**config.mk**
```make
export PLATFORM = sky130hd
export DESIGN_NAME = tbrl_cfg
export DESIGN_NICKNAME = d
export VERILOG_FILES = /design/src/rtl/tbrl_pkg.sv /design/src/rtl/tbrl_cfg.sv
export SDC_FILE = /design/constraint.sdc
export NUM_CORES = 1
export LEC_CHECK = 0
export BUFFER_PORTS_ARGS = -buffer_cell sky130_fd_sc_hd__buf_2
export CAP_MARGIN = 20
export CORE_MARGIN = 5
export CORE_UTILIZATION = 61
export DETAILED_ROUTE_END_ITERATION = 7
export GPL_ROUTABILITY_DRIVEN = 0
export PLACE_DENSITY = 0.88
export SETUP_SLACK_MARGIN = 0.5
export SYNTH_ARGS = -nofsm -noshare
export SYNTH_HDL_FRONTEND = slang
export SYNTH_SLANG_ARGS = --single-unit
```
**constraint.sdc**
```tcl
create_clock -name clk_i -period 16.5 [get_ports clk_i]
set_input_delay 4.125 -clock clk_i [delete_from_list [all_inputs] [get_ports clk_i]]
set_output_delay 4.125 -clock clk_i [all_outputs]
set_load 0.005 [all_outputs]
```
**src/rtl/tbrl_pkg.sv**
```systemverilog
// Shared types and constants of the token bucket rate limiter.
// Used by every module of the block; depends on nothing.
package tbrl_pkg;

  localparam int unsigned TimeBits = 48;

  // One token is kept as one million micro-tokens.
  localparam logic [35:0] Micro36 = 36'd1000000;

  // An elapsed time of 2^36 us or more fills the bucket, unless the rate is zero or the disk is critical.
  localparam logic [63:0] ElSatLimit = 64'h10_0000_0000;

  localparam logic [62:0] Max63 = '1;
  localparam logic [47:0] Max48 = '1;
  localparam logic [31:0] Max32 = '1;

  // Reciprocal of 1000 for inputs below 2^42: q = (x * DivMul) >> DivShift.
  localparam int unsigned DivShift = 52;
  localparam logic [42:0] DivMul = 43'((64'd1 << DivShift) / 64'd1000 + 64'd1);
  // At and above this many microseconds the millisecond count saturates.
  localparam logic [47:0] MsSatLimit = 48'd4294967296000;

  localparam logic [19:0] ResetRate     = 20'd100;
  localparam logic [35:0] ResetCap      = 36'd16000000;
  localparam logic [31:0] ResetInterval = 32'd60000000;

  typedef enum logic [1:0] {
    RegEnable   = 2'd0,
    RegRate     = 2'd1,
    RegBurst    = 2'd2,
    RegInterval = 2'd3
  } cfg_reg_e;

  typedef enum logic [1:0] {
    CmdTry      = 2'd0,
    CmdFirst    = 2'd1,
    CmdRetry    = 2'd2,
    CmdTryAlias = 2'd3
  } cmd_e;

  typedef struct packed {
    logic        enable;
    logic [19:0] rate;
    logic [35:0] cap;
    logic [31:0] interval;
    logic        reload;
    logic [35:0] reload_level;
  } cfg_t;

  typedef struct packed {
    logic        granted;
    logic [35:0] tokens_level;
    logic [63:0] acquired;
    logic [63:0] blocked;
    logic [62:0] wait_total;
    logic        fire;
    logic [31:0] ev_blk_cnt;
    logic [47:0] ev_wait_us;
  } res_t;

endpackage

```
**src/rtl/tbrl_cfg.sv**
```systemverilog
// Configuration registers of the rate limiter and the bucket reload request.
// Depends on tbrl_pkg.
module tbrl_cfg import tbrl_pkg::*; (
  input  logic        clk_i,
  input  logic        rst_ni,
  input  logic        cfg_we_i,
  input  logic [1:0]  cfg_idx_i,
  input  logic [31:0] cfg_wdata_i,
  output cfg_t        cfg_o
);

  logic        enable_q, enable_d;
  logic [19:0] rate_q, rate_d;
  logic [35:0] cap_q, cap_d;
  logic [31:0] interval_q, interval_d;
  logic [35:0] burst_cap;
  cfg_reg_e    idx;

  assign idx       = cfg_reg_e'(cfg_idx_i);
  assign burst_cap = 36'(cfg_wdata_i[15:0]) * Micro36;

  always_comb begin
    enable_d   = enable_q;
    rate_d     = rate_q;
    cap_d      = cap_q;
    interval_d = interval_q;
    if (cfg_we_i) begin
      unique case (idx)
        RegEnable:   enable_d   = cfg_wdata_i[0];
        RegRate:     rate_d     = cfg_wdata_i[19:0];
        RegBurst:    cap_d      = burst_cap;
        RegInterval: interval_d = cfg_wdata_i;
        default:     enable_d   = enable_q;
      endcase
    end
  end

  always_ff @(posedge clk_i or negedge rst_ni) begin
    if (!rst_ni) begin
      enable_q   <= 1'b0;
      rate_q     <= ResetRate;
      cap_q      <= ResetCap;
      interval_q <= ResetInterval;
    end else begin
      enable_q   <= enable_d;
      rate_q     <= rate_d;
      cap_q      <= cap_d;
      interval_q <= interval_d;
    end
  end

  // Writing enable or burst refills the bucket to the (new) capacity.
  always_comb begin
    cfg_o.enable       = enable_q;
    cfg_o.rate         = rate_q;
    cfg_o.cap          = cap_q;
    cfg_o.interval     = interval_q;
    cfg_o.reload       = cfg_we_i && (idx == RegEnable || idx == RegBurst);
    cfg_o.reload_level = (idx == RegBurst) ? burst_cap : cap_q;
  end

endmodule

```
== Word level (Yosys, flattened, before mapping) ==
Index checks and enable logic that the tools add are counted.
Storage, ports and cells
  word-level logic and storage cells: 15
  input port bits: 37
  ROM bits: 0
  bits in latches: 0
  output and inout bits: 126
  memories: 0
  bits in registers: 89
  bits in writable memories: 0
Cells by class
  order comparisons: 0
  shifts and indexed selects: 0
  multiplexer cells: 1
  $mul: 1
  add/subtract/negate cells: 0
  bitwise gates (word level): 0
  divide/modulo/power cells: 0
  equal/unequal tests: 3
  reductions and logical operators: 6
Operators by type and width (number)
  2-to-1 mux 36 bit: 1
  multiplier 16 x 14 -> 30 bit, second input constant: 1
  AND reduction 2 bit: 3
  equality test 2 bit, second input constant: 2
  equality test 2 x 1 -> 1 bit, second input constant: 1
  zero test 2 bit: 1
  logical AND 1 bit: 1
  logical OR 1 bit: 1

== Logic depth before layout (Yosys ltp) ==
  depth after elaboration: 3
  depth in mapped cells: 19

== Worst setup path before layout ==
No wires, ideal clock.
  path kind: input to output
  start: in cfg_wdata_i[1]
  end: out cfg_o[35] (netlist name)
  arrival: 8.768 ns
  path buffers: 2
  cell stages on the path: 19
  slack: 3.607 ns
  required time: 12.375 ns
  cell sequence: inv_1 > fa_1 > inv_1 > fa_1 > fa_1 > fa_1 > ha_1 > inv_1 > fa_1 > inv_1 > ha_1 > buf_2 > a21oi_1 > o211ai_2 > or3_1 > o211a_1 > buf_6 > a21boi_2 > a311o_1
RTL lines
  start, declared: RTL line tbrl_cfg.sv:8  | input logic [31:0] cfg_wdata_i,
  end, declared: RTL line tbrl_cfg.sv:9  | output cfg_t cfg_o

==> impl_metrics.yaml <==
synth:
  synth.area.top_cells: "dfrtp_1 (22%), ha_1 (17%), fa_1 (14%)"
  synthCells: 822
  synthFlopType: "dfrtp_1"
  syn_area_um2: 7750
  yosys_register_bits: 89
  avgSynthCellArea_um2: 9.428
  synth-edff-count: 0
  async_flop_share: 1.000
  synth_top_cell_by_area: "dfrtp_1"
  synth_top_area_frac: 0.2228
  ys_seq_area_frac: 0.2906
  syn-num-nets: 1019
  yosysWarnings: 0
  synth_cell_type_count: 59
setup_path:
  crit_path_end_kind: "output port"
  cp_max_fo: 8
  crit_chain: "buf_2 -> inv_1 -> fa_1 -> inv_1 -> fa_1 -> fa_1 -> fa_1 -> ha_1 -> inv_1 -> fa_1 -> inv_1 -> ha_1 -> a21oi_1 -> o211ai_2 -> or3_1 -> o21ai_1 -> o22ai_1 -> a311o_1 -> buf_2"
  path_buf_inv: 6
  startpoint: "cfg_wdata_i[1]"
  crit_top_cell: "fa_1"
  crit_family: "adder cells"
  r2r_start: "cap_q[35]"
  crit_slowest_cell: "fa_1"
  cp.arrival_ns: 9.45
  cp_slowest_stage_delay_ns: 0.59
  crit_type: "input pin to output port"
  startpoint_type: "input pin"
  required_ns: 12.38
routing:
  via_per_inst: 5.664
  num_vias: 6440
  dr.pass1.iters: 5
  drt-initial-drc-count: 468
  post-route-drc-count: 0
  antenna_left: 0
  wl_per_cell_um: 16.77
  finalWirelength_um: 19070
placement:
  dp_hpwl_um: 15360
  postPlaceCellArea_um2: 8638
  io_buffers: 162
final_layout:
  layout_commonest_cell: "buf_2"
  nets: 1158
  multi_input_area_um2: 4952
  layout_common_cells: "buf_2 (161), nand2_1 (114), ha_1 (105)"
  areaGrowthSynthToFinish_pct: 15.08
  antenna_cells: 0
  final_area_um2: 8919
  drive_gt1_frac: 0.2456
  fill_cells: 946
  seq_area_um2: 2252
global_route:
  grt_max_degree: 73
  grt_antenna_before_repair: 0
  grt_use_total: 0.2611
  grt_pass1_wl_um: 30930
  first_global_vias: 6362
  grt-ovfl-total: 0
pwr:
  powerDensity_nw_per_um2: 187.6
  leakagePower_nw: 4.744
  ir_worst_vdd_mv: 0.1185
  power_mw: 1.673
floorplan:
  core_region_area_um2: 12520
  die_w_um: 122.7
  start_util: 0.6192
  die_h_um: 122.7
  dieArea_um2: 15060
  ios: 163
  rows: 41
sta:
  final_hold_viol_count: 0
  setup_viol: 0
  worst_pin_slew_ns: 0.9178
  holdWs_ns: 0.4774
  finalClockSkew_ns: 0
  fin_setup_tns_ns: 0
  maxSlewHeadroom: 0.3874
  period_needed_ns: 13.58
  min_period_over_period: 0.8230
  rsz0062_at_grt: "false"
  clock.fmax_mhz: 73.64
  slew_viol_final: 0
clocking:
  postCtsResizedCells: 0
  cts_setup_buffers: 0
  ctsLongestPathBuffers: 2
  clk_pin_slew_worst_paths_ns: 0.06
  numCtsBuffers: 9
  cts_tree: "done"
  holdBufCountCts: 0
  cts.sinks: 89
  insertion_delay_ns: 0.35
  cts.root.buffer_cell: "clkbuf_16"
  htree_levels: 3
min_path:
  hold_class: "register to register"
  min-delay-start: "interval_q[8]"
status:
  outcome: "completed"
run:
  maxCapViolCount: 0
[synth_stat cells, drive strengths merged (5+ instances only)]
| master | n |
|---|---|
| xnor2 | 9 |
| fa | 55 |
| nor3 | 9 |
| dfrtp | 69 |
| nor2 | 26 |
| a21o | 13 |
| mux2 | 23 |
| buf | 11 |
| o21ai | 74 |
| clkbuf | 28 |
| nand4 | 11 |
| or3 | 5 |
| inv | 98 |
| dfstp | 20 |
| o21a | 8 |
| a21oi | 32 |
| and2 | 14 |
| nor2b | 5 |
| ha | 105 |
| xor2 | 9 |
| o31ai | 9 |
| nand3 | 26 |
| nand2 | 115 |
[layout make-up]
type                            count  area share
Clock buffer                       11     0.02609
Clock inverter                      4    0.005331
Inverter                           98     0.04125
Multi-Input combinational cell    596      0.5553
Sequential cell                    89      0.2525
Tap cell                          172     0.02413
Timing Repair Buffer              167     0.09540
[cell families (layout without fill, tap and decap cells)]
group / after synthesis / in the layout / synth area share
AO/OA/AOI/OAI: 171 / 171 / 0.1400
XOR/XNOR: 18 / 18 / 0.02034
adder cells (fa/ha/maj): 160 / 160 / 0.3116
buffers and inverters: 137 / 280 / 0.07168
flip-flops: 89 / 89 / 0.2906
multiplexers: 25 / 25 / 0.03600
AND/OR/NAND/NOR: 222 / 222 / 0.1298
[metrics by stage]
stage               utilization  setup slack, ns  instances
floorplan                     -            3.607        822
global placement         0.6901            3.116       1122
detailed placement       0.6901            2.989       1122
CTS                      0.7125            2.942       1137
global route             0.7125            2.688       1137
finish                   0.7125            2.920       1137
[registers in the layout, indices dropped and copies added, names as in the netlist]
| signal | cells |
|---|---|
| rate_q | 20 |
| interval_q | 32 |
| enable_q | 1 |
| cap_q | 36 |
[power by group]
part	internal [mW]	switching, mW	leakage, nW	total (mW)
sequential	0.279	0.0323	1.07	0.311
combinational	0.456	0.707	3.54	1.16
clock	0.116	0.0834	0.135	0.199
total	0.850	0.823	4.74	1.67
[worst min-delay path, delay by kind of cell (launching register included)]
| kind | cells | cell delay, ns |
|---|---|---|
| flip-flops | 1 | 0.37 |
| AO/OA/AOI/OAI | 1 | 0.06 |
| AND/OR/NAND/NOR | 1 | 0.04 |
[final timing paths]
path | to | slack, ns | cells after the start
worst max-delay path | cfg_o[35] | 2.92 | 19
worst min-delay path | interval_q[8] | 0.48 | 2
worst max register to register | cap_q[35] | 15.54 | 3
worst min register to register | interval_q[8] | 0.48 | 2
max in group asynchronous | cap_q[27] | 11.70 | 2
min in group asynchronous | interval_q[12] | 3.64 | 1
[metal layers]
metal / global-route usage / share of wire / up-vias
met3: 0.06267 / 0.081 / 57
met1: 0.3240 / 0.41 / 3048
met4: 0.1064 / 0.032 / 0
met2: 0.4383 / 0.48 / 269
met5: 0 / 0 / -
li1: - / - / 3066
(Power assumes the default switching activity.)
