===== config.mk =====
export PLATFORM = sky130hd
export DESIGN_NAME = tbrl_ms_div
export DESIGN_NICKNAME = d
export VERILOG_FILES = /design/src/rtl/tbrl_pkg.sv /design/src/rtl/tbrl_ms_div.sv
export SDC_FILE = /design/constraint.sdc
export NUM_CORES = 2
export LEC_CHECK = 0
export ABC_AREA = 1
export BUFFER_PORTS_ARGS = -buffer_cell sky130_fd_sc_hd__buf_2
export CORE_UTILIZATION = 48
export DETAILED_ROUTE_END_ITERATION = 10
export GPL_ROUTABILITY_DRIVEN = 0
export PLACE_DENSITY = 0.66
export REMOVE_ABC_BUFFERS = 1
export SYNTH_ARGS = -nofsm -noshare
export SYNTH_HDL_FRONTEND = slang
export SYNTH_SLANG_ARGS = --single-unit

===== constraint.sdc =====
create_clock -name clk_i -period 7.91 [get_ports clk_i]
set_input_delay 0.791 -clock clk_i [delete_from_list [all_inputs] [get_ports clk_i]]
set_output_delay 0.791 -clock clk_i [all_outputs]
set_load 0.05 [all_outputs]

===== src/rtl/tbrl_pkg.sv =====
// Shared types and constants of the token bucket rate limiter.
// Used by every module of the block; depends on nothing.
package tbrl_pkg;

  localparam int unsigned TimeBits = 48;

  // One token is kept as one million micro-tokens.
  localparam logic [35:0] Micro36 = 36'd1000000;

  // An elapsed time of 2^36 us or more fills the bucket, unless the rate is zero or the disk is critical.
  localparam logic [63:0] ElSatLimit = 64'h10_0000_0000;

  localparam logic [62:0] Max63 = '1;
  localparam logic [47:0] Max48 = '1;
  localparam logic [31:0] Max32 = '1;

  // Reciprocal of 1000 for inputs below 2^42: q = (x * DivMul) >> DivShift.
  localparam int unsigned DivShift = 52;
  localparam logic [42:0] DivMul = 43'((64'd1 << DivShift) / 64'd1000 + 64'd1);
  // At and above this many microseconds the millisecond count saturates.
  localparam logic [47:0] MsSatLimit = 48'd4294967296000;

  localparam logic [19:0] ResetRate     = 20'd100;
  localparam logic [35:0] ResetCap      = 36'd16000000;
  localparam logic [31:0] ResetInterval = 32'd60000000;

  typedef enum logic [1:0] {
    RegEnable   = 2'd0,
    RegRate     = 2'd1,
    RegBurst    = 2'd2,
    RegInterval = 2'd3
  } cfg_reg_e;

  typedef enum logic [1:0] {
    CmdTry      = 2'd0,
    CmdFirst    = 2'd1,
    CmdRetry    = 2'd2,
    CmdTryAlias = 2'd3
  } cmd_e;

  typedef struct packed {
    logic        enable;
    logic [19:0] rate;
    logic [35:0] cap;
    logic [31:0] interval;
    logic        reload;
    logic [35:0] reload_level;
  } cfg_t;

  typedef struct packed {
    logic        granted;
    logic [35:0] tokens_level;
    logic [63:0] acquired;
    logic [63:0] blocked;
    logic [62:0] wait_total;
    logic        fire;
    logic [31:0] ev_blk_cnt;
    logic [47:0] ev_wait_us;
  } res_t;

endpackage


===== src/rtl/tbrl_ms_div.sv =====
// Two-stage division of the event waiting time by 1000, saturating at 32 bits.
// Depends on tbrl_pkg for the reciprocal constant.
module tbrl_ms_div import tbrl_pkg::*; (
  input  logic        clk_i,
  input  logic        en_i,
  input  logic [47:0] us_i,
  output logic [31:0] ms_o
);

  logic        sat_q;
  logic [42:0] hh_q, lh_q;
  logic [41:0] hl_q, ll_q;
  logic [31:0] ms_q;
  logic [20:0] xh, xl;
  logic [21:0] mh;
  logic [20:0] ml;
  logic [85:0] prod_sum;

  assign xh = us_i[41:21];
  assign xl = us_i[20:0];
  assign mh = DivMul[42:21];
  assign ml = DivMul[20:0];

  // First stage: four narrow partial products of x times the reciprocal.
  always_ff @(posedge clk_i) begin
    if (en_i) begin
      sat_q <= us_i >= MsSatLimit;
      hh_q  <= 43'(xh) * 43'(mh);
      hl_q  <= 42'(xh) * 42'(ml);
      lh_q  <= 43'(xl) * 43'(mh);
      ll_q  <= 42'(xl) * 42'(ml);
    end
  end

  assign prod_sum = (86'(hh_q) << 42) + ((86'(hl_q) + 86'(lh_q)) << 21) + 86'(ll_q);

  always_ff @(posedge clk_i) begin
    if (en_i) begin
      ms_q <= sat_q ? Max32 : prod_sum[DivShift +: 32];
    end
  end

  assign ms_o = ms_q;

endmodule


Yosys cells after proc, flatten, opt, wreduce, memory -nomap -nowiden
Index checks and enable logic that the tools add are counted.
{"block": "totals", "inputBits": 50, "reg_bits": 202}
{"block": "classes", "addsub": 3, "order_cmp": 1, "multipliers": 4}
{"op": "adder 84 x 42 -> 84 bit", "count": 1}
{"op": "adder 84 x 65 -> 84 bit", "count": 1}
{"op": "multiplier 21 x 21 -> 42 bit (second input constant)", "count": 2}
{"op": "greater-or-equal comparator 48 x 42 -> 1 bit (second input constant)", "count": 1}
{"op": "adder 42 x 43 -> 44 bit", "count": 1}
{"op": "multiplier 21 x 22 -> 43 bit (second input constant)", "count": 1}
{"op": "multiplier 21 x 22 -> 42 bit (second input constant)", "count": 1}

Depth between registers and ports, before layout
{"block": "depth", "ltp_word": 3, "depth_mapped": 26, "mapped_depth_nobuf": 26}

Least setup slack after synthesis
OpenSTA, ideal clock, no wires.
{"block": "synth_path", "path_kind": "input port to flip-flop", "startpoint": "input us_i[31]", "endpoint": "register hl_q[39] (data pin)", "setup_ns": 0.252, "cell_stages": 24, "slack_ns": 2.090, "required_time_ns": 7.658, "arrival_time_ns": 5.568, "cell_sequence": "inv_1 > ha_1 > inv_1 > fa_1 > inv_1 > fa_1 > inv_1 > fa_1 > inv_1 > fa_1 > fa_1 > inv_1 > fa_1 > inv_1 > ha_1 > nand2_1 > nor2_1 > nand2_1 > inv_1 > nand4_1 > nand3_1 > nand2_1 > nand3_1 > nand2_1"}
{"block": "synth_between", "elab_chain_cells": 1}
{"element": "from (decl)", "line": "tbrl_ms_div.sv:6", "text": "input logic [47:0] us_i,"}
{"element": "multiplier 21 x 21 -> 42 bit", "line": "tbrl_ms_div.sv:29", "text": "hl_q <= 42'(xh) * 42'(ml);"}
{"element": "to (signal assigned)", "line": "tbrl_ms_div.sv:29"}
{"element": "to (decl)", "line": "tbrl_ms_div.sv:12", "text": "logic [41:0] hl_q, ll_q;"}
No other way between the ends.
A chain may end at the register's enable or synchronous reset.

Final worst setup path
{"block": "layout_path", "startpoint": "input us_i[19]", "endpoint": "register lh_q[31] (data pin)"}
{"block": "layout_between", "elab_chain_cells": 1}
{"element": "multiplier 21 x 22 -> 43 bit", "line": "tbrl_ms_div.sv:30", "text": "lh_q <= 43'(xl) * 43'(mh);"}
{"element": "to (signal assigned)", "line": "tbrl_ms_div.sv:30"}
{"element": "to (decl)", "line": "tbrl_ms_div.sv:11", "text": "logic [42:0] hh_q, lh_q;"}
No other way between the ends.

==> summary.md <==
| Metric | Value |
|---|---|
| Async set-reset flop share out of synthesis | `0` |
| Family with the most delay on the worst path | `adder cells` |
| Synth cell types | `47` |
| Layout area overhead | `5.68%` |
| DRT Wirelength | `between 100000 and 150000 um` |
| Synth top area share | `0.244` |
| Run status | `finished, final reports clean` |
| Final Instance Count excl. Fillers | `around 7300` |
| Slew margin rel. | `0.239` |
| Sequential cell area fraction in the yosys report | `0.117` |
| Arr. time, crit path | `just under 7 ns` |
| Tcrit/Tclk final | `0.828` |
| Largest net degree at the start of global routing | `between 100 and 150` |
| Number of primary I/O pins | `82` |
| Synth Flop Type | `edfxtp_1` |
| CTS-repair resized insts | `0` |
| Cts hold-fix bufs | `0` |
| Num CTS Buffers | `17` |
| Vias in the first global route | `between 30000 and 40000` |
| Slew @ Worst Pin | `about 1.1 ns` |
| Highest Clock Rate | `153 MHz` |
| Setup CP Type | `primary input to register` |
| Final Skew | `around 0.013 ns` |
| Top cells by area, synth | `ha_1, fa_1, inv_1` |
| Antenna cells | `0` |
| Synth top cells by count | `inv_1, nand2_1, ha_1` |
| CP max stage delay | `0.68 ns` |
| NumNets Final | `7471` |
| Die area | `96400 um^2` |
| CP endpoint kind | `register` |
| Vias per inst | `between 5 and 6` |
| Core area | `approximately 94000 um^2` |
| Grt met3 use | `0.0556` |
| Antenna Nets Post-Route | `0` |
| Place WS | `about 0.99 ns` |
| Startpoint Class | `primary input` |
| Synthesized cell area | `45700 um^2` |
| CTS tree | `yes` |
| GRT busiest layer | `met2` |
| Final core utilization | `0.515` |
| 1st-iter DRT viols | `roughly 3700` |
| CP Cell Sequence | `buf_2 > inv_1 > ha_1 > xnor2_1 > ha_1 > nor2_1 > fa_1 > inv_1 > fa_1 > inv_1 > fa_1 > inv_1 > fa_1 > ha_1 > ha_1 > a21oi_1 > o21ai_0 > a21oi_1 > nand3_1 > nand2_1 > nand2_1 > nand2_1 > nand2_1` |
| First-pass GRT wire length | `around 220000 um` |
| EDFF count, synth | `between 150 and 200` |
| Congestion Overflow GR | `0` |
| Clk Latency, worst-skew pair | `roughly 0.49 ns` |
| CTS HTree Levels | `4` |
| Syn. warnings | `0` |
| Post CTS Setup Buffer Count | `0` |
| Top-count cell post-synth | `inv_1` |
| RSZ-0062 raised after global routing | `no` |
| Tot GR Track Use | `0.291` |
| Met2 usage | `0.451` |
| Vias | `38600` |
| Max-slew violations | `0` |
| Synthesis-stage register bit count | `approximately 180` |
| First-pass detailed-route iteration total | `7` |
| Dominant cell type by area after synthesis | `ha_1` |
| Hold Violations, Final | `0` |
| Avg Inst Size Synth | `between 7 and 8 um^2` |
| Hpwl dp | `122000 um` |
| Data required, critical path | `around 8.2 ns` |
| Max_cap viols | `0` |
| Count of final setup violators | `0` |
| CTS sink cnt | `178` |
| Fin worst setup slack | `approximately 1.4 ns` |
| Clk slew on worst S/H paths | `about 0.070 ns` |
| Row cnt | `approximately 110` |
| Root Driver | `clkbuf_16` |
| Setup TNS | `0 ns` |
| Die W | `between 300 and 400 um` |
| DRC viols | `0` |
| Worst path slowest cell | `xnor2_1` |
| GR met1 Demand/Resource | `0.413` |
| Share of cells above drive strength 1 | `0.0342` |
| Worst Path Max Fanout | `10` |
| Die height | `roughly 310 um` |
| DR WL/cell | `19.0 um` |
| Initial antenna violation count | `3` |
| Path category of the worst min-delay check | `register to register` |
| Clk buf depth | `2` |
| Placed instance count | `7218` |
| Bufs and invs on worst path | `5` |
| Fin crit period | `around 6.6 ns` |
| Port Buffers | `between 80 and 90` |
| Cells after Synth | `between 5000 and 6000` |
| Initial Util | `0.487` |
==> state kept, by name (all words and copies together) (netlist names) <==
name	cells
lh_q	43
hh_q	42
hl_q	39
ms_o	32
ll_q	21
sat_q	1
==> layout make-up <==
class / instances / area, um^2
Clock buffer: 18 / 429
Tap cell: 1254 / 1570
Inverter: 1517 / 5690
Clock inverter: 14 / 173
Sequential cell: 178 / 5350
Fill cell: 9109 / 45500
Timing Repair Buffer: 85 / 442
Multi-Input combinational cell: 4184 / 34600
==> logic make-up (layout without fill, tap and decap cells) <==
| group | count (synthesis) | in the layout | share of synthesized area |
|---|---|---|---|
| XOR/XNOR | 108 | 108 | 0.0207 |
| AO/OA/AOI/OAI | 542 | 542 | 0.0643 |
| AND/OR/NAND/NOR | 2096 | 2096 | 0.189 |
| adder cells (fa/ha/maj) | 1438 | 1438 | 0.484 |
| flip-flops | 178 | 178 | 0.117 |
| buffers and inverters | 1521 | 1634 | 0.125 |
==> metrics by stage <==
stage,instance area (um^2),hold WS (ns)
after global routing,48300,0.681
after CTS,48300,0.642
final,48300,0.631
after global placement,47700,0.623
after floorplan,45700,0.563
after detailed placement,47700,0.626
==> cells in the final DEF (no fill, tap or decap), types with 5 or more instances in the layout <==
cell          n
xnor2_1      31
buf_2        80
edfxtp_1    178
nor2_2       19
a21o_1        9
o21a_1       28
nor3_1       30
nor2_1      385
nand3_1     239
fa_1        548
clkbuf_16    17
o21ai_2       9
xor2_1       77
inv_1      1506
o21ai_0     164
a31oi_1      10
ha_1        890
nand2_2      20
nor3_2       11
inv_2        10
o21bai_1     14
nand4_1      57
inv_6         5
nand2_1    1302
nand3b_1      6
a21oi_1     290
==> worst min-delay path, stage by stage (launching register included) <==
cell and delay [ns]:
edfxtp_1 0.37, nand3_1 0.08, nand3_1 0.08
==> worst paths after layout <==
check	start	cells past startpoint	slack [ns]	to
max	us_i[19]	23	1.36	lh_q[31]
min	hh_q[41]	2	0.63	ms_o[31]
max reg2reg	hh_q[0]	23	3.54	ms_o[15]
min reg2reg	hh_q[41]	2	0.63	ms_o[31]
==> routing by layer <==
layer  up-vias  wire length [um]
met1     18400             62400
met5         -                27
met2      1578             60000
li1      18500                 -
met4         4              3620
met3       208             11900
Power is not shown: default switching activity piles up to over one toggle a cycle in this logic, so the estimate is an artifact.
