## config.mk

```make
export PLATFORM = sky130hd
export DESIGN_NAME = tbrl_update
export DESIGN_NICKNAME = d
export VERILOG_FILES = /design/src/rtl/tbrl_pkg.sv /design/src/rtl/tbrl_update.sv
export SDC_FILE = /design/constraint.sdc
export NUM_CORES = 2
export LEC_CHECK = 0
export ABC_AREA = 1
export BUFFER_PORTS_ARGS = -buffer_cell sky130_fd_sc_hd__buf_4
export CORE_AREA = 5 5 371 373
export DETAILED_ROUTE_END_ITERATION = 6
export DIE_AREA = 0 0 376 378
export HOLD_SLACK_MARGIN = 0.12
export PLACE_DENSITY = 0.73
export SYNTH_ARGS = -nofsm -noshare
export SYNTH_HDL_FRONTEND = slang
export SYNTH_SLANG_ARGS = --single-unit
export TNS_END_PERCENT = 10
```

## constraint.sdc

```tcl
create_clock -name clk_i -period 22.6 [get_ports clk_i]
set_input_delay 4.52 -clock clk_i [delete_from_list [all_inputs] [get_ports clk_i]]
set_output_delay 4.52 -clock clk_i [all_outputs]
set_load 0.02 [all_outputs]
```

## src/rtl/tbrl_pkg.sv

```systemverilog
// Shared types and constants of the token bucket rate limiter.
// Used by every module of the block; depends on nothing.
package tbrl_pkg;

  localparam int unsigned TimeBits = 48;

  // One token is kept as one million micro-tokens.
  localparam logic [35:0] Micro36 = 36'd1000000;

  // An elapsed time of 2^36 us or more fills the bucket, unless the rate is zero or the disk is critical.
  localparam logic [63:0] ElSatLimit = 64'h10_0000_0000;

  localparam logic [62:0] Max63 = '1;
  localparam logic [47:0] Max48 = '1;
  localparam logic [31:0] Max32 = '1;

  // Reciprocal of 1000 for inputs below 2^42: q = (x * DivMul) >> DivShift.
  localparam int unsigned DivShift = 52;
  localparam logic [42:0] DivMul = 43'((64'd1 << DivShift) / 64'd1000 + 64'd1);
  // At and above this many microseconds the millisecond count saturates.
  localparam logic [47:0] MsSatLimit = 48'd4294967296000;

  localparam logic [19:0] ResetRate     = 20'd100;
  localparam logic [35:0] ResetCap      = 36'd16000000;
  localparam logic [31:0] ResetInterval = 32'd60000000;

  typedef enum logic [1:0] {
    RegEnable   = 2'd0,
    RegRate     = 2'd1,
    RegBurst    = 2'd2,
    RegInterval = 2'd3
  } cfg_reg_e;

  typedef enum logic [1:0] {
    CmdTry      = 2'd0,
    CmdFirst    = 2'd1,
    CmdRetry    = 2'd2,
    CmdTryAlias = 2'd3
  } cmd_e;

  typedef struct packed {
    logic        enable;
    logic [19:0] rate;
    logic [35:0] cap;
    logic [31:0] interval;
    logic        reload;
    logic [35:0] reload_level;
  } cfg_t;

  typedef struct packed {
    logic        granted;
    logic [35:0] tokens_level;
    logic [63:0] acquired;
    logic [63:0] blocked;
    logic [62:0] wait_total;
    logic        fire;
    logic [31:0] ev_blk_cnt;
    logic [47:0] ev_wait_us;
  } res_t;

endpackage

```

## src/rtl/tbrl_update.sv

```systemverilog
// Bucket, timestamp and statistics state and its per-item update.
// Depends on tbrl_pkg; configuration arrives from tbrl_cfg.
module tbrl_update import tbrl_pkg::*; (
  input  logic                clk_i,
  input  logic                rst_ni,
  input  cfg_t                cfg_i,
  input  logic                step_i,
  input  logic [1:0]          cmd_i,
  input  logic [TimeBits-1:0] now_i,
  input  logic                crit_i,
  output res_t                res_o
);

  logic [35:0]         bucket_q, bucket_d;
  logic [TimeBits-1:0] last_refill_q, last_refill_d;
  logic [TimeBits-1:0] wait_start_q, wait_start_d;
  logic [63:0]         acq_q, acq_d;
  logic [63:0]         blk_q, blk_d;
  logic [62:0]         tw_q, tw_d;
  logic [TimeBits-1:0] last_ev_q, last_ev_d;
  logic                seen_q, seen_d;
  logic [31:0]         bse_q, bse_d;
  logic [47:0]         wse_q, wse_d;

  logic [TimeBits-1:0] el, waited, ev_el;
  logic [55:0]         prod;
  logic [56:0]         fill_sum;
  logic [35:0]         refill, lvl_new;
  logic                grant, retry_grant, ev_ok, fire;
  logic [64:0]         tw_sum, ws_sum;
  logic [62:0]         tw_sat;
  logic [47:0]         wse_new;
  logic [31:0]         bse_inc;
  logic                en;
  cmd_e                cmd;

  assign en  = cfg_i.enable;
  assign cmd = cmd_e'(cmd_i);

  always_comb begin
    el       = (now_i > last_refill_q) ? now_i - last_refill_q : '0;
    prod     = 56'(cfg_i.rate) * 56'(36'(el));
    fill_sum = 57'(bucket_q) + 57'(prod);
    if (crit_i) begin
      refill = '0;
    end else if (cfg_i.rate == '0) begin
      refill = bucket_q;
    end else if (64'(el) >= ElSatLimit) begin
      refill = cfg_i.cap;
    end else if (fill_sum > 57'(cfg_i.cap)) begin
      refill = cfg_i.cap;
    end else begin
      refill = 36'(fill_sum);
    end
    grant   = refill >= Micro36;
    lvl_new = grant ? refill - Micro36 : refill;

    // Statistics of a blocking retry that got its token.
    waited  = (now_i > wait_start_q) ? now_i - wait_start_q : '0;
    tw_sum  = 65'(tw_q) + 65'(waited);
    tw_sat  = (tw_sum > 65'(Max63)) ? Max63 : 63'(tw_sum);
    ws_sum  = 65'(wse_q) + 65'(waited);
    wse_new = (ws_sum > 65'(Max48)) ? Max48 : 48'(ws_sum);
    bse_inc = (bse_q != Max32) ? bse_q + 32'd1 : bse_q;
    ev_el   = (now_i > last_ev_q) ? now_i - last_ev_q : '0;
    ev_ok   = !seen_q || (64'(ev_el) >= 64'(cfg_i.interval));

    retry_grant = en && grant && (cmd == CmdRetry);
    fire        = retry_grant && ev_ok;
  end

  always_comb begin
    res_o.granted      = !en || grant;
    res_o.tokens_level = en ? lvl_new : bucket_q;
    res_o.acquired     = (en && grant) ? acq_q + 64'd1 : acq_q;
    res_o.blocked      = retry_grant ? blk_q + 64'd1 : blk_q;
    res_o.wait_total   = retry_grant ? tw_sat : tw_q;
    res_o.fire         = fire;
    res_o.ev_blk_cnt   = fire ? bse_inc : '0;
    res_o.ev_wait_us   = fire ? wse_new : '0;
  end

  always_comb begin
    bucket_d      = bucket_q;
    last_refill_d = last_refill_q;
    wait_start_d  = wait_start_q;
    acq_d         = acq_q;
    blk_d         = blk_q;
    tw_d          = tw_q;
    last_ev_d     = last_ev_q;
    seen_d        = seen_q;
    bse_d         = bse_q;
    wse_d         = wse_q;
    if (cfg_i.reload) begin
      bucket_d = cfg_i.reload_level;
    end else if (step_i && en) begin
      bucket_d      = lvl_new;
      last_refill_d = now_i;
      acq_d         = res_o.acquired;
      blk_d         = res_o.blocked;
      tw_d          = res_o.wait_total;
      if (!grant && cmd == CmdFirst) begin
        wait_start_d = now_i;
      end
      if (fire) begin
        last_ev_d = now_i;
        seen_d    = 1'b1;
        bse_d     = '0;
        wse_d     = '0;
      end else if (retry_grant) begin
        bse_d = bse_inc;
        wse_d = wse_new;
      end
    end
  end

  always_ff @(posedge clk_i or negedge rst_ni) begin
    if (!rst_ni) begin
      bucket_q      <= ResetCap;
      last_refill_q <= '0;
      wait_start_q  <= '0;
      acq_q         <= '0;
      blk_q         <= '0;
      tw_q          <= '0;
      last_ev_q     <= '0;
      seen_q        <= 1'b0;
      bse_q         <= '0;
      wse_q         <= '0;
    end else begin
      bucket_q      <= bucket_d;
      last_refill_q <= last_refill_d;
      wait_start_q  <= wait_start_d;
      acq_q         <= acq_d;
      blk_q         <= blk_d;
      tw_q          <= tw_d;
      last_ev_q     <= last_ev_d;
      seen_q        <= seen_d;
      bse_q         <= bse_d;
      wse_q         <= wse_d;
    end
  end

  // The bucket never holds more than its capacity.
  assert property (@(posedge clk_i) disable iff (!rst_ni) bucket_q <= cfg_i.cap)
    else $error("bucket level above capacity");

  // An event is only raised by a granted blocking retry.
  assert property (@(posedge clk_i) disable iff (!rst_ni)
    res_o.fire |-> (res_o.granted && en && cmd == CmdRetry))
    else $error("event without granted retry");

  // A refused item leaves the grant counter alone.
  assert property (@(posedge clk_i) disable iff (!rst_ni)
    (step_i && !res_o.granted && !cfg_i.reload) |=> $stable(acq_q))
    else $error("grant counter moved on a refused item");

endmodule

```

* Word level (Yosys, flattened, before mapping)
Index checks and enable logic that the tools add are counted.
** Cells by class
- Reduce and logical (&&, ||, !) cells :: 17
- Bitwise operators :: 1
- $lt $le $gt $ge :: 9
- $add $sub $neg :: 10
- Mux-type cells :: 23
- $mul :: 1
- Eq/ne operators :: 3
** Operator list (count)
- $mux 48 :: 7
- $mux 36 :: 8
- $gt 48x48->1 :: 3
- $sub 48x48->48 :: 3
- $add 64x1->64 const B :: 2
- $mux 32 :: 4
- $mux 64 :: 2
- $mux 63 :: 2
- $add 63x48->64 :: 1
- $gt 64x63->1 const B :: 1
- $add 36x56->57 :: 1
- $gt 57x36->1 :: 1
- $mul 20x36->56 :: 1
- $add 48x48->49 :: 1
- $gt 49x48->1 const B :: 1
- $ge 48x32->1 :: 1
- $ge 48x37->1 const B :: 1
- $ge 36x20->1 const B :: 1
- $sub 36x20->36 const B :: 1
- $add 32x1->32 const B :: 1
- $ne 32x32->1 const B :: 1
- $logic_not 20->1 :: 1
- $reduce_and 3->1 :: 3
- $logic_and 1x1->1 :: 5
- 7 further kinds :: 11
** Storage, ports and cells
- Logic and storage cells :: 74
- Flip-flop bits (word level) :: 452

* Longest topological paths before layout
- Word-level depth :: 15
- Gate-level depth with buffers :: 74

* Worst setup path after synthesis
Ideal clock, no wire load.
- Path kind :: input to output
- From :: input now_i[0]
- To :: output res_o[143] in the netlist's numbering
- Path slack :: 2.595 ns
- Data arrival time :: 15.485 ns
- Stages on the path :: 64
- Cell sequence :: inv_1 > ha_1 > inv_1 > fa_1 > nand3_1 > nand2_2 > nand2_1 > nand2_1 > nand2_1 > nand2_1 > nand2_1 > nand3_1 > nand2_2 > inv_2 > buf_2 > buf_2 > nand2_1 > clkbuf_1 > [... 28 more ...] > nand2_1 > nand4_4 > buf_6 > buf_6 > a21oi_1 > nand2_1 > nand2_1 > ha_1 > inv_1 > nand3_1 > nand2_2 > a21oi_2 > nand3_4 > nand3_2 > inv_2 > buf_2 > buf_2 > o21ai_0
** RTL lines
- start, declared :: line tbrl_update.sv:9 : input logic [TimeBits-1:0] now_i,
- end, declared :: line tbrl_update.sv:11 : output res_t res_o

==> results.md <==
* Critical Path Slowest Stage Cell: fa_1
* Detailed-route via count at 72200
* Worst EP arrival at 17.46 ns
* # setup viols final at 0
* DR WL/cell at 21.84 um
* Routability cong. at 1.047
* Final wirelength at 280000 um
* Fmax at 0.04549 GHz
* Area of the multi-input gates at 50390 sq um
* Post-Syn Area at 70240 sq um
* Initial DRT Pass Iterations at 7
* Crit path capture type: output port
* Die area at 142100 sq um
* Fillcell total at 13120
* Final ANT Viol Nets at 0
* Syn_nets at 11960
* Syn Area/Cell at 6.599 sq um
* HP Class: reg -> reg
* Final Slew Violations at 0
* CP peak stage delay at 0.69 ns
* Worst Tran Pin Value at 1.175 ns
* CTS tree: built
* Post-DP HPWL at 230800 um
* FP Rows at 135
* Largest net degree at the start of global routing at 210
* Initial core utilization at 52.31%
* Synth warn at 0
* Status: completed
* Max Cap Viol at 0
* Syn Inst Count at 10650
* Syn-to-layout area delta at 11.03%
* FF+latch area at 11320 sq um
* Initial antenna violation count at 24
* DR vias/cell at 5.633
* Number of enable flip-flop cells after synthesis at 0
* Slew Limit Headroom at 21.52%
* Ys async rst share at 100.0%
* Synth Register Bits at 452
* Unrepaired setup endpoints after global routing: no
* Worst-path clk slew at 0.07 ns
* Crit-path leading delay family: adder cells
* CP most frequent cell: nand2_1
* Worst-skew pair later-pin latency at 0.70 ns
* Clock skew at 0.07116 ns
* Bufs on Longest Clock Path at 3
* First-pass GRT wire length at 424500 um
* Hold Violations, Final at 0
* Core area at 134300 sq um
* GRT overflow at 0
* I/O pin cnt at 489
* Crit Path Category: in -> out
* Tot GR Track Use at 38.66%
* Tmin final at 21.98 ns
* Seq/Total Area, Yosys at 16.12%
* CTS Buf Count at 56
* Share of cells above drive strength 1 at 7.224%
* Die width at 376 um
* DRC at 0
* CP required at 18.08 ns
* Vias in the first global route at 70650
* 1st-iter DRT viols at 7565
* Crit path launch type: input port
* Commonest non-fill, non-tap cell in the layout: nand2_1
* Die height at 378 um
* Top FF cell, synth: dfrtp_1
* CP max FO at 47
* Clock Sinks at 452
* Commonest non-fill, non-tap cells in the layout: nand2_1 (3161), inv_1 (1865), nor2_1 (1130), fa_1 (650), buf_4 (610)
* CTS root buf: clkbuf_16
* Setup_tns at 0 ns
* Distinct cell type count after synthesis at 56
* CTS Hold Bufs at 0
* H-tree depth at 2
* Nets at 12290
* Crit path buf inv count at 11
* Buffers on Ports at 488
* Fin crit share at 97.26%
[metrics by stage]
| step | utilization (%) | cells | hold WS [ns] | worst slack [ns] | instance area (sq um) |
|---|---|---|---|---|---|
| 3_5_place_dp | 56.44 | 12690 | 0.4575 | 0.2835 | 75800 |
| 4_1_cts | 57.95 | 12800 | 0.4826 | 0.2347 | 77820 |
| 3_3_place_gp | 56.44 | 12690 | 0.4505 | 0.1960 | 75800 |
| 2_1_floorplan | - | 10650 | 0.4339 | 2.595 | 70240 |
| 6_report | 58.08 | 12820 | 0.4834 | 0.6184 | 77990 |
| 5_1_grt | 58.05 | 12800 | 0.4992 | 0.02117 | 77950 |
[cell families (layout without fill, tap and decap cells)]
family / after synthesis / in the layout / synth area share, %
adder cells (fa/ha/maj): 1134 / 1134 / 27.15
AO/OA/AOI/OAI: 1202 / 1202 / 9.396
AND/OR/NAND/NOR: 5213 / 5213 / 30.12
other: 0 / 18 / 0
buffers and inverters: 2251 / 2625 / 12.32
XOR/XNOR: 393 / 393 / 4.900
flip-flops: 452 / 452 / 16.12
[cells in the mapped netlist (all sizes together) (10+ instances only)]
library cell	number	area, sq um
nand2	3173	11930
a21oi	513	2571
clkbuf	253	950.9
xnor2	153	1340
or2	15	93.84
nor4	52	325.3
o211ai	24	180.2
nand4	198	1254
o21ai	446	2232
o21a	32	240.2
ha	484	6056
a31oi	48	300.3
clkinv	20	75.07
xor2	240	2102
a21boi	19	142.6
fa	650	13010
dfrtp	445	11140
nor2	1140	4308
o21bai	78	585.6
nand3	482	2430
a21o	14	105.1
nor3	126	630.6
o221ai	10	87.58
buf	98	569.3
inv	1880	7057
[per-layer routing]
metal	wire [um]	part of all wire, %	vias to the layer above	global-route usage (%)
met1	116400	42	34270	52.90
met4	15230	5.4	18	17.48
met3	31790	11	689	10.86
met5	133	0.048	-	0
met2	116400	42	3603	57.07
li1	-	-	33620	-
[state kept, by name (all words and copies together), names as in the netlist]
signal and count:
last_refill_q 48, wait_start_q 48, bse_q 32, bucket_q 36, blk_q 64, last_ev_q 48, acq_q 64, seen_q 1
tw_q 63, wse_q 48
[worst register-to-register path, delay by kind of cell, from the launching register on]
family / cells / cell delay (ns)
adder cells (fa/ha/maj): 10 / 4.83
AND/OR/NAND/NOR: 33 / 5.28
XOR/XNOR: 2 / 0.70
AO/OA/AOI/OAI: 4 / 0.83
flip-flops: 1 / 0.32
buffers and inverters: 11 / 1.97
[final timing paths]
kind                                   startpoint           endpoint  slack, ns  depth (start not counted)
worst max-delay path                    now_i[11]         res_o[187]       0.62                         58
worst min-delay path                       seen_q             seen_q       0.48                          1
worst max register to register  last_refill_q[11]      last_ev_q[47]       8.58                         60
worst min register to register             seen_q             seen_q       0.48                          1
max in group asynchronous                  rst_ni  last_refill_q[47]      14.85                          5
min in group asynchronous                  rst_ni           bse_q[2]       3.80                          1
[layout make-up]
class | count | share of cell area [%]
Antenna cell | 18 | 0.05775
Clock buffer | 74 | 2.026
Clock inverter | 28 | 0.5647
Inverter | 1900 | 9.172
Multi-Input combinational cell | 7942 | 64.60
Sequential cell | 452 | 14.51
Tap cell | 1781 | 2.857
Timing Repair Buffer | 623 | 6.204
[repair_timing]
item / CTS / global route
gates resized for setup: 0 / 18
endpoints found under the setup margin: 0 / 303
buffers inserted: 0 / 4
Power is not shown: default switching activity piles up to over one toggle a cycle in this logic, so the estimate is an artifact.
